## src/design/dptq_pkg.sv

```systemverilog
// ----------------------------------------------------------------------------
// dptq_pkg
// Shared types, constants and helpers for the two-queue transmit frame buffer.
// ----------------------------------------------------------------------------
`default_nettype none

package dptq_pkg;

    localparam int unsigned ID_W       = 11;
    localparam int unsigned LEN_W      = 4;
    localparam int unsigned DATA_W     = 64;
    localparam int unsigned CNT_W      = 32;
    localparam int unsigned HI_FREE_W  = 4;
    localparam int unsigned LO_FREE_W  = 6;
    localparam logic [7:0]  MAX_LEN    = 8'd8;

    localparam logic MODE_PUSH = 1'b0;
    localparam logic MODE_FREE = 1'b1;

    // one input request
    typedef struct packed {
        logic        mode;
        logic        priority_req;
        logic [15:0] frame_id;
        logic [7:0]  length_code;
        logic [63:0] payload;
    } t_req;

    // one result
    typedef struct packed {
        logic                 accepted;
        logic                 frame_valid;
        logic [ID_W-1:0]      out_id;
        logic [LEN_W-1:0]     out_length;
        logic [DATA_W-1:0]    out_payload;
        logic [CNT_W-1:0]     dropped_total;
        logic [CNT_W-1:0]     sent_total;
        logic [HI_FREE_W-1:0] high_free;
        logic [LO_FREE_W-1:0] low_free;
    } t_res;

    // one stored frame
    typedef struct packed {
        logic [ID_W-1:0]   id;
        logic [LEN_W-1:0]  len;
        logic [DATA_W-1:0] data;
    } t_frame;

    // controller -> datapath
    typedef struct packed {
        logic capture;
        logic push_hi;
        logic push_lo;
        logic drop;
        logic pop_hi;
        logic pop_lo;
    } t_cmd;

    // datapath -> controller
    typedef struct packed {
        logic mode;
        logic prio;
        logic enable;
        logic hi_full;
        logic lo_full;
        logic hi_empty;
        logic lo_empty;
    } t_stat;

    // clamp the requested length to eight bytes
    function automatic logic [LEN_W-1:0] clamp_len(input logic [7:0] code);
        logic [LEN_W-1:0] len;
        if (code > MAX_LEN) begin
            len = LEN_W'(MAX_LEN);
        end else begin
            len = code[LEN_W-1:0];
        end
        return len;
    endfunction

    // clear the bytes at or above the length
    function automatic logic [DATA_W-1:0] keep_bytes(input logic [DATA_W-1:0] data,
                                                     input logic [LEN_W-1:0] len);
        logic [DATA_W-1:0] res;
        res = '0;
        for (int b = 0; b < 8; b++) begin
            if (LEN_W'(b) < len) begin
                res[b*8 +: 8] = data[b*8 +: 8];
            end
        end
        return res;
    endfunction

endpackage

`default_nettype wire

```

## src/design/dptq_fifo.sv

```systemverilog
// ----------------------------------------------------------------------------
// dptq_fifo
// Frame FIFO: memory with registered read, wrap-around pointers, fill count.
// ----------------------------------------------------------------------------
`default_nettype none

module dptq_fifo
    import dptq_pkg::*;
#(
    parameter int unsigned DEPTH  = 8,
    parameter int unsigned FREE_W = 4
) (
    input  wire logic              i_clk,
    input  wire logic              i_rst_n,
    input  wire logic              i_push,
    input  wire logic              i_pop,
    input  wire t_frame            i_wdata,
    output t_frame                 o_rdata,
    output logic                   o_full,
    output logic                   o_empty,
    output logic [FREE_W-1:0]      o_free
);

    localparam int unsigned AW = (DEPTH > 1) ? $clog2(DEPTH) : 1;
    localparam int unsigned CW = $clog2(DEPTH + 1);

    t_frame          mem [DEPTH];
    t_frame          r_rdata;
    logic [AW-1:0]   r_wr, n_wr;
    logic [AW-1:0]   r_rd, n_rd;
    logic [CW-1:0]   r_count, n_count;
    logic [CW-1:0]   free;

    // pointer and count update
    always_comb begin
        n_wr    = r_wr;
        n_rd    = r_rd;
        n_count = r_count;
        if (i_push) begin
            n_wr    = (r_wr == AW'(DEPTH - 1)) ? '0 : r_wr + AW'(1);
            n_count = r_count + CW'(1);
        end
        if (i_pop) begin
            n_rd    = (r_rd == AW'(DEPTH - 1)) ? '0 : r_rd + AW'(1);
            n_count = r_count - CW'(1);
        end
    end

    always_ff @(posedge i_clk) begin
        if (!i_rst_n) begin
            r_wr    <= '0;
            r_rd    <= '0;
            r_count <= '0;
        end else begin
            r_wr    <= n_wr;
            r_rd    <= n_rd;
            r_count <= n_count;
        end
    end

    // storage, registered read
    always_ff @(posedge i_clk) begin
        if (i_push) begin
            mem[r_wr] <= i_wdata;
        end
        if (i_pop) begin
            r_rdata <= mem[r_rd];
        end
    end

    assign free    = CW'(DEPTH) - r_count;
    assign o_rdata = r_rdata;
    assign o_full  = (r_count == CW'(DEPTH));
    assign o_empty = (r_count == '0);
    assign o_free  = FREE_W'(free);

endmodule

`default_nettype wire

```

## src/design/dptq_datapath.sv

```systemverilog
// ----------------------------------------------------------------------------
// dptq_datapath
// Request register, frame shaping, both queues, counters and result forming.
// ----------------------------------------------------------------------------
`default_nettype none

module dptq_datapath
    import dptq_pkg::*;
#(
    parameter int unsigned HIGH_DEPTH = 8,
    parameter int unsigned LOW_DEPTH  = 32
) (
    input  wire logic i_clk,
    input  wire logic i_rst_n,
    input  wire t_req i_req,
    input  wire logic i_cfg_we,
    input  wire logic i_cfg_data,
    input  wire t_cmd i_cmd,
    output t_stat     o_stat,
    output t_res      o_res
);

    logic                   r_enable;
    logic                   r_mode;
    logic                   r_prio;
    t_frame                 r_frame;
    logic                   r_accepted;
    logic                   r_valid;
    logic                   r_from_hi;
    logic [CNT_W-1:0]       r_dropped;
    logic [CNT_W-1:0]       r_sent;
    t_frame                 hi_rdata;
    t_frame                 lo_rdata;
    t_frame                 out_frame;
    logic                   hi_full, hi_empty;
    logic                   lo_full, lo_empty;
    logic [HI_FREE_W-1:0]   hi_free;
    logic [LO_FREE_W-1:0]   lo_free;
    logic [LEN_W-1:0]       cap_len;

    // enable register
    always_ff @(posedge i_clk) begin
        if (!i_rst_n) begin
            r_enable <= 1'b0;
        end else if (i_cfg_we) begin
            r_enable <= i_cfg_data;
        end
    end

    // capture and shape the request
    assign cap_len = clamp_len(i_req.length_code);

    always_ff @(posedge i_clk) begin
        if (i_cmd.capture) begin
            r_mode        <= i_req.mode;
            r_prio        <= i_req.priority_req;
            r_frame.id    <= i_req.frame_id[ID_W-1:0];
            r_frame.len   <= cap_len;
            r_frame.data  <= keep_bytes(i_req.payload, cap_len);
        end
    end

    // result flags and counters
    always_ff @(posedge i_clk) begin
        if (!i_rst_n) begin
            r_accepted <= 1'b0;
            r_valid    <= 1'b0;
            r_from_hi  <= 1'b0;
            r_dropped  <= '0;
            r_sent     <= '0;
        end else begin
            if (i_cmd.capture) begin
                r_accepted <= 1'b0;
                r_valid    <= 1'b0;
            end
            if (i_cmd.push_hi || i_cmd.push_lo) begin
                r_accepted <= 1'b1;
            end
            if (i_cmd.pop_hi || i_cmd.pop_lo) begin
                r_valid   <= 1'b1;
                r_from_hi <= i_cmd.pop_hi;
                r_sent    <= r_sent + CNT_W'(1);
            end
            if (i_cmd.drop) begin
                r_dropped <= r_dropped + CNT_W'(1);
            end
        end
    end

    dptq_fifo #(
        .DEPTH  (HIGH_DEPTH),
        .FREE_W (HI_FREE_W)
    ) u_hi_fifo (
        .i_clk   (i_clk),
        .i_rst_n (i_rst_n),
        .i_push  (i_cmd.push_hi),
        .i_pop   (i_cmd.pop_hi),
        .i_wdata (r_frame),
        .o_rdata (hi_rdata),
        .o_full  (hi_full),
        .o_empty (hi_empty),
        .o_free  (hi_free)
    );

    dptq_fifo #(
        .DEPTH  (LOW_DEPTH),
        .FREE_W (LO_FREE_W)
    ) u_lo_fifo (
        .i_clk   (i_clk),
        .i_rst_n (i_rst_n),
        .i_push  (i_cmd.push_lo),
        .i_pop   (i_cmd.pop_lo),
        .i_wdata (r_frame),
        .o_rdata (lo_rdata),
        .o_full  (lo_full),
        .o_empty (lo_empty),
        .o_free  (lo_free)
    );

    // status towards the controller
    always_comb begin
        o_stat.mode     = r_mode;
        o_stat.prio     = r_prio;
        o_stat.enable   = r_enable;
        o_stat.hi_full  = hi_full;
        o_stat.lo_full  = lo_full;
        o_stat.hi_empty = hi_empty;
        o_stat.lo_empty = lo_empty;
    end

    // result: frame fields are zero when nothing is emitted
    always_comb begin
        out_frame = '0;
        if (r_valid) begin
            out_frame = r_from_hi ? hi_rdata : lo_rdata;
        end
        o_res.accepted      = r_accepted;
        o_res.frame_valid   = r_valid;
        o_res.out_id        = out_frame.id;
        o_res.out_length    = out_frame.len;
        o_res.out_payload   = out_frame.data;
        o_res.dropped_total = r_dropped;
        o_res.sent_total    = r_sent;
        o_res.high_free     = hi_free;
        o_res.low_free      = lo_free;
    end

endmodule

`default_nettype wire

```

## src/design/dptq_ctrl.sv

```systemverilog
// ----------------------------------------------------------------------------
// dptq_ctrl
// Request sequencer: capture, execute one queue operation, present result.
// ----------------------------------------------------------------------------
`default_nettype none

module dptq_ctrl
    import dptq_pkg::*;
(
    input  wire logic  i_clk,
    input  wire logic  i_rst_n,
    input  wire logic  i_start,
    input  wire t_stat i_stat,
    output t_cmd       o_cmd,
    output logic       o_busy,
    output logic       o_done
);

    typedef enum logic [1:0] {
        S_IDLE,
        S_EXEC,
        S_RESP
    } t_state;

    t_state r_state, n_state;
    logic   r_done;

    // next state
    always_comb begin
        n_state = r_state;
        unique case (r_state)
            S_IDLE:  if (i_start) begin
                n_state = S_EXEC;
            end
            S_EXEC:  n_state = S_RESP;
            S_RESP:  n_state = S_IDLE;
            default: n_state = S_IDLE;
        endcase
    end

    // state and registered strobe
    always_ff @(posedge i_clk) begin
        if (!i_rst_n) begin
            r_state <= S_IDLE;
            r_done  <= 1'b0;
        end else begin
            r_state <= n_state;
            r_done  <= (n_state == S_RESP);
        end
    end

    // commands: capture in idle, at most one queue operation or a drop in execute
    always_comb begin
        o_cmd = '0;
        o_cmd.capture = (r_state == S_IDLE) && i_start;
        if (r_state == S_EXEC) begin
            if (i_stat.mode == MODE_PUSH) begin
                priority if (i_stat.enable && i_stat.prio && !i_stat.hi_full) begin
                    o_cmd.push_hi = 1'b1;
                end else if (i_stat.enable && !i_stat.prio && !i_stat.lo_full) begin
                    o_cmd.push_lo = 1'b1;
                end else begin
                    o_cmd.drop = 1'b1;
                end
            end else if (i_stat.enable) begin
                if (!i_stat.hi_empty) begin
                    o_cmd.pop_hi = 1'b1;
                end else if (!i_stat.lo_empty) begin
                    o_cmd.pop_lo = 1'b1;
                end
            end
        end
    end

    assign o_busy = (r_state != S_IDLE);
    assign o_done = r_done;

endmodule

`default_nettype wire

```

## src/design/dual_priority_tx_frame_queue.sv

```systemverilog
// ----------------------------------------------------------------------------
// dual_priority_tx_frame_queue
// Strict-priority transmit buffer of standard frames in two FIFOs.
// ----------------------------------------------------------------------------
// Each request runs as follows: start is taken while busy is low, the
// queue operation runs in the next cycle (at most one memory write or one registered
// memory read), and the result is then shown with o_done for exactly one cycle;
// busy falls with that cycle, so the next request can be taken in the
// cycle after the result. Results cannot be held off and must be taken as
// they appear. Both queues are empty after reset but the block is stopped; enable
// (written through the cfg channel while the block is idle) starts the block.
`default_nettype none

module dual_priority_tx_frame_queue
    import dptq_pkg::*;
#(
    parameter int unsigned HIGH_DEPTH = 8,
    parameter int unsigned LOW_DEPTH  = 32
) (
    input  wire logic i_clk,
    input  wire logic i_rst_n,
    input  wire logic start,
    output logic      busy,
    input  wire t_req i_req,
    output logic      o_done,
    output t_res      o_res,
    input  wire logic i_cfg_valid,
    output logic      o_cfg_ready,
    input  wire logic i_cfg_data
);

    t_cmd  cmd;
    t_stat stat;
    logic  cfg_we;

    assign o_cfg_ready = !busy;
    assign cfg_we      = i_cfg_valid && o_cfg_ready;

    dptq_ctrl u_ctrl (
        .i_clk   (i_clk),
        .i_rst_n (i_rst_n),
        .i_start (start),
        .i_stat  (stat),
        .o_cmd   (cmd),
        .o_busy  (busy),
        .o_done  (o_done)
    );

    dptq_datapath #(
        .HIGH_DEPTH (HIGH_DEPTH),
        .LOW_DEPTH  (LOW_DEPTH)
    ) u_datapath (
        .i_clk      (i_clk),
        .i_rst_n    (i_rst_n),
        .i_req      (i_req),
        .i_cfg_we   (cfg_we),
        .i_cfg_data (i_cfg_data),
        .i_cmd      (cmd),
        .o_stat     (stat),
        .o_res      (o_res)
    );

    // busy only drops after the result has been shown
    a_done_before_idle: assert property (@(posedge i_clk) disable iff (!i_rst_n)
        $fell(busy) |-> $past(o_done))
        else $error("busy dropped without a result");

    // a request either stores/drops a frame or emits one, never both
    a_push_or_emit: assert property (@(posedge i_clk) disable iff (!i_rst_n)
        o_done |-> !(o_res.accepted && o_res.frame_valid))
        else $error("result both accepted and emitted a frame");

    // each request taken while idle is followed by its result strobe
    a_result_timing: assert property (@(posedge i_clk) disable iff (!i_rst_n)
        (start && !busy) |-> ##2 o_done)
        else $error("result strobe missing");

    // emitted frames never exceed eight bytes
    a_len_clamped: assert property (@(posedge i_clk) disable iff (!i_rst_n)
        (o_done && o_res.frame_valid) |-> (o_res.out_length <= LEN_W'(MAX_LEN)))
        else $error("emitted length above eight");

endmodule

`default_nettype wire

```

## config.mk

```make
export PLATFORM = sky130hd
export DESIGN_NAME = dual_priority_tx_frame_queue
export DESIGN_NICKNAME = d
export VERILOG_FILES = /design/src/design/dptq_pkg.sv /design/src/design/dptq_fifo.sv /design/src/design/dptq_datapath.sv /design/src/design/dptq_ctrl.sv /design/src/design/dual_priority_tx_frame_queue.sv
export SDC_FILE = /design/constraint.sdc
export NUM_CORES = 2
export LEC_CHECK = 0
export BUFFER_PORTS_ARGS = -buffer_cell sky130_fd_sc_hd__buf_2
export CAP_MARGIN = 20
export CORE_ASPECT_RATIO = 2
export CORE_MARGIN = 10
export CORE_UTILIZATION = 40
export DETAILED_ROUTE_END_ITERATION = 8
export PLACE_DENSITY_LB_ADDON = 0.25
export SYNTH_ARGS = -nofsm -noshare
export SYNTH_HDL_FRONTEND = slang
export SYNTH_SLANG_ARGS = --single-unit
```

## constraint.sdc

```tcl
create_clock -name i_clk -period 30.4 [get_ports i_clk]
set_clock_uncertainty 0.05 [all_clocks]
set_input_delay 6.08 -clock i_clk [delete_from_list [all_inputs] [get_ports i_clk]]
set_output_delay 6.08 -clock i_clk [all_outputs]
set_load 0.05 [all_outputs]
```

==> metrics.yaml <==
status: "finished, final reports clean"
cts_setup_buffers: 0
synth_common_cells: "edfxtp_1 (3399), mux4_2 (811), mux2i_1 (292)"
p_total_w: 0.00940
synth.area.top_cells: "edfxtp_1 (77%), mux4_2 (14%), mux2i_1 (2.2%)"
cp_slowest_cell: "mux2i_1"
reg2reg_to: "u_datapath.u_lo_fifo.o_rdata[54]"
peakVddDrop_v: 0.0000435
endpoint_kind: "output pin"
fillers: 27302
drt_first_iter_violations: 6371
worst_pin_slew_ns: 1.23
num_vias: 63721
max_stage_delay_ns: 0.77
cp.required_ns: 24.27
htreeDepth: 5
grt_pass1_vias: 66551
min_to: "u_datapath.r_dropped[31]"
core_area_um2: 332000
tritoncts: "done"
cp_cell_sequence: "buf_4, buf_4, mux2i_1, nor2b_1, buf_2"
synth_edf_count: 3399
port_buffers: 247
layout-drive-gt1-share_pct: 28.9
max_freq_ghz: 0.0991
rows: 299
rsz0062_at_grt: "no"
slew_violations: 0
wirelength_mm: 374
cpMostUsedCell: "buf_4"
ys_warn_count: 0
clockBufferDepth: 4
worst_hold_path.num_cells: 2
drtAntennaViolNets: 0
netlist-cell-type-count: 64
cts_hold_buf: 0
finalHoldViolations: 0
nNetsFinal: 6537
rr_worst_depth: 7
gr-total-overflow: 0
drt-vias-per-instance: 5.78
holdCritPathClass: "reg -> reg"
worst_slack_ns: 20.31
ios: 253
wl_per_cell_um: 33.9
cts_buffers: 314
start_util_pct: 40.2
finalWeightedCongestion: 0.753
place_ws_ns: 21.13
seq_area_frac_synth_pct: 78.0
synth-async-reset-ratio_pct: 0
cp_max_fo: 22
cts.repair.resized: 0
dp.cells: 10402
drv_cap: 0
synth_most_common_cell: "edfxtp_1"
syn_area_um2: 133000
clk_latency_ns: 0.90
crit_arrival_ns: 3.96
fin_cells: 11031
timing.rr.start: "u_datapath.u_lo_fifo.r_rd[0]"
drc: 0
netlist.top_cell.by_area: "edfxtp_1"
die_width_um: 428
startpoint_type: "flip-flop"
first_pass_iters: 7
synthToLayoutAreaGrowth_pct: 14.4
p_leak_nw: 46.0
place_hpwl_mm: 204
syn-mean-instance-area_um2: 22.5
seq_area_um2: 104000
synth-seq-cells: 3495
synthFlopType: "edfxtp_1"
worstSetupPathType: "reg -> out"
cts_root_buf: "clkbuf_16"
setup_viol: 0
min_from: "u_datapath.r_dropped[31]"
synth_top_area_share_pct: 76.5
regToRegSetupSlack_ns: 24.54
die_height_um: 837
relSlewSlack_pct: 15.8
syn_nets: 6035
grt.total_usage_pct: 20.4
cts_sinks: 3495
timing.final.crit_period_ns: 10.09
power.density_nw_per_um2: 61.6
cts.clk_slew.worst_paths_ns: 0.07
syn_inst: 5917
finalSetupTns_ns: 0
dieArea_um2: 358000
grt_max_degree: 115
antenna_found_initial: 18
period_share_pct: 33.2
grt_pass1_wl_mm: 522
multi_input_area_um2: 28400
## worst max-delay path by stage
stage / from / end / slack [ns]
global route: u_datapath.r_from_hi / o_res[141] / 20.25
CTS: u_datapath.r_from_hi / o_res[91] / 20.14
floorplan: u_ctrl.o_done / u_datapath.u_hi_fifo.mem[0][0] / 20.63
detailed placement: u_datapath.r_from_hi / o_res[91] / 21.13
finish: u_datapath.r_from_hi / o_res[91] / 20.31
global placement: u_datapath.r_from_hi / o_res[91] / 21.14
## layout by cell type (no fill, tap or decap), types with 64 or more instances in the layout
master / instances
buf_16: 64
buf_2: 247
buf_4: 153
clkbuf_16: 323
dfxtp_1: 86
edfxtp_1: 3399
mux2_2: 116
mux2i_1: 292
mux4_2: 811
nand2_1: 73
nor2_1: 74
nor2b_1: 128
## per-stage QoR
step / hold slack, ns / utilization (%) / instance area (um2)
finish: 0.428 / 46.0 / 153000
global route: 0.462 / 46.0 / 153000
CTS: 0.432 / 45.4 / 151000
detailed placement: 0.421 / 42.5 / 141000
global placement: 0.410 / 42.4 / 141000
floorplan: 0.408 / - / 133000
## sequential cells by signal, summed over array words and instances (netlist names), 3 cells and up
| register | flops |
|---|---|
| u_datapath.u_lo_fifo.mem | 2528 |
| u_datapath.u_lo_fifo.r_rd | 5 |
| u_datapath.u_hi_fifo.mem | 632 |
| u_datapath.u_lo_fifo.r_count | 6 |
| u_datapath.u_lo_fifo.r_wr | 5 |
| u_datapath.r_frame | 79 |
| u_datapath.u_hi_fifo.r_rd | 3 |
| u_datapath.u_hi_fifo.r_wr | 3 |
| u_datapath.u_hi_fifo.r_count | 4 |
| u_datapath.u_hi_fifo.o_rdata | 79 |
| u_datapath.r_sent | 32 |
| u_datapath.u_lo_fifo.o_rdata | 79 |
| u_datapath.r_dropped | 32 |
## area by class of cell
cell class / count / area share (%)
Clock buffer: 392 / 5.51
Inverter: 27 / 0.0763
Antenna cell: 8 / 0.0131
Sequential cell: 3495 / 68.2
Multi-Input combinational cell: 2090 / 18.6
Clock inverter: 164 / 1.00
Tap cell: 4364 / 3.58
Timing Repair Buffer: 491 / 3.06
## cells by family after synthesis
| logic type | Yosys count | synth area share [%] |
|---|---|---|
| compound gates | 255 | 1.38 |
| flops | 3495 | 78.0 |
| simple gates | 547 | 2.24 |
| fa+ha+maj | 23 | 0.227 |
| buf+inv | 332 | 1.01 |
| xor+xnor | 46 | 0.302 |
| mux | 1219 | 16.9 |
## per-layer routing
metal	track usage [%]	vias up	wire, um
li1	-	25891	-
met1	24.6	34950	139000
met2	37.8	2296	202000
met3	2.36	578	19700
met4	6.53	6	12700
met5	0	-	22
## where the power goes
| part | switching [W] | internal [W] |
|---|---|---|
| Sequential | 0.0000194 | 0.00529 |
| Clock | 0.00179 | 0.00218 |
| Combinational | 0.0000835 | 0.0000390 |
## worst max-delay path, delay by kind of cell (launching register included)
| family | cells | cell delay (ns) |
|---|---|---|
| AND/OR/NAND/NOR | 1 | 0.12 |
| multiplexers | 1 | 0.77 |
| buffers and inverters | 3 | 1.44 |
| flip-flops | 1 | 0.63 |
Power figures use the tool's default switching activity.
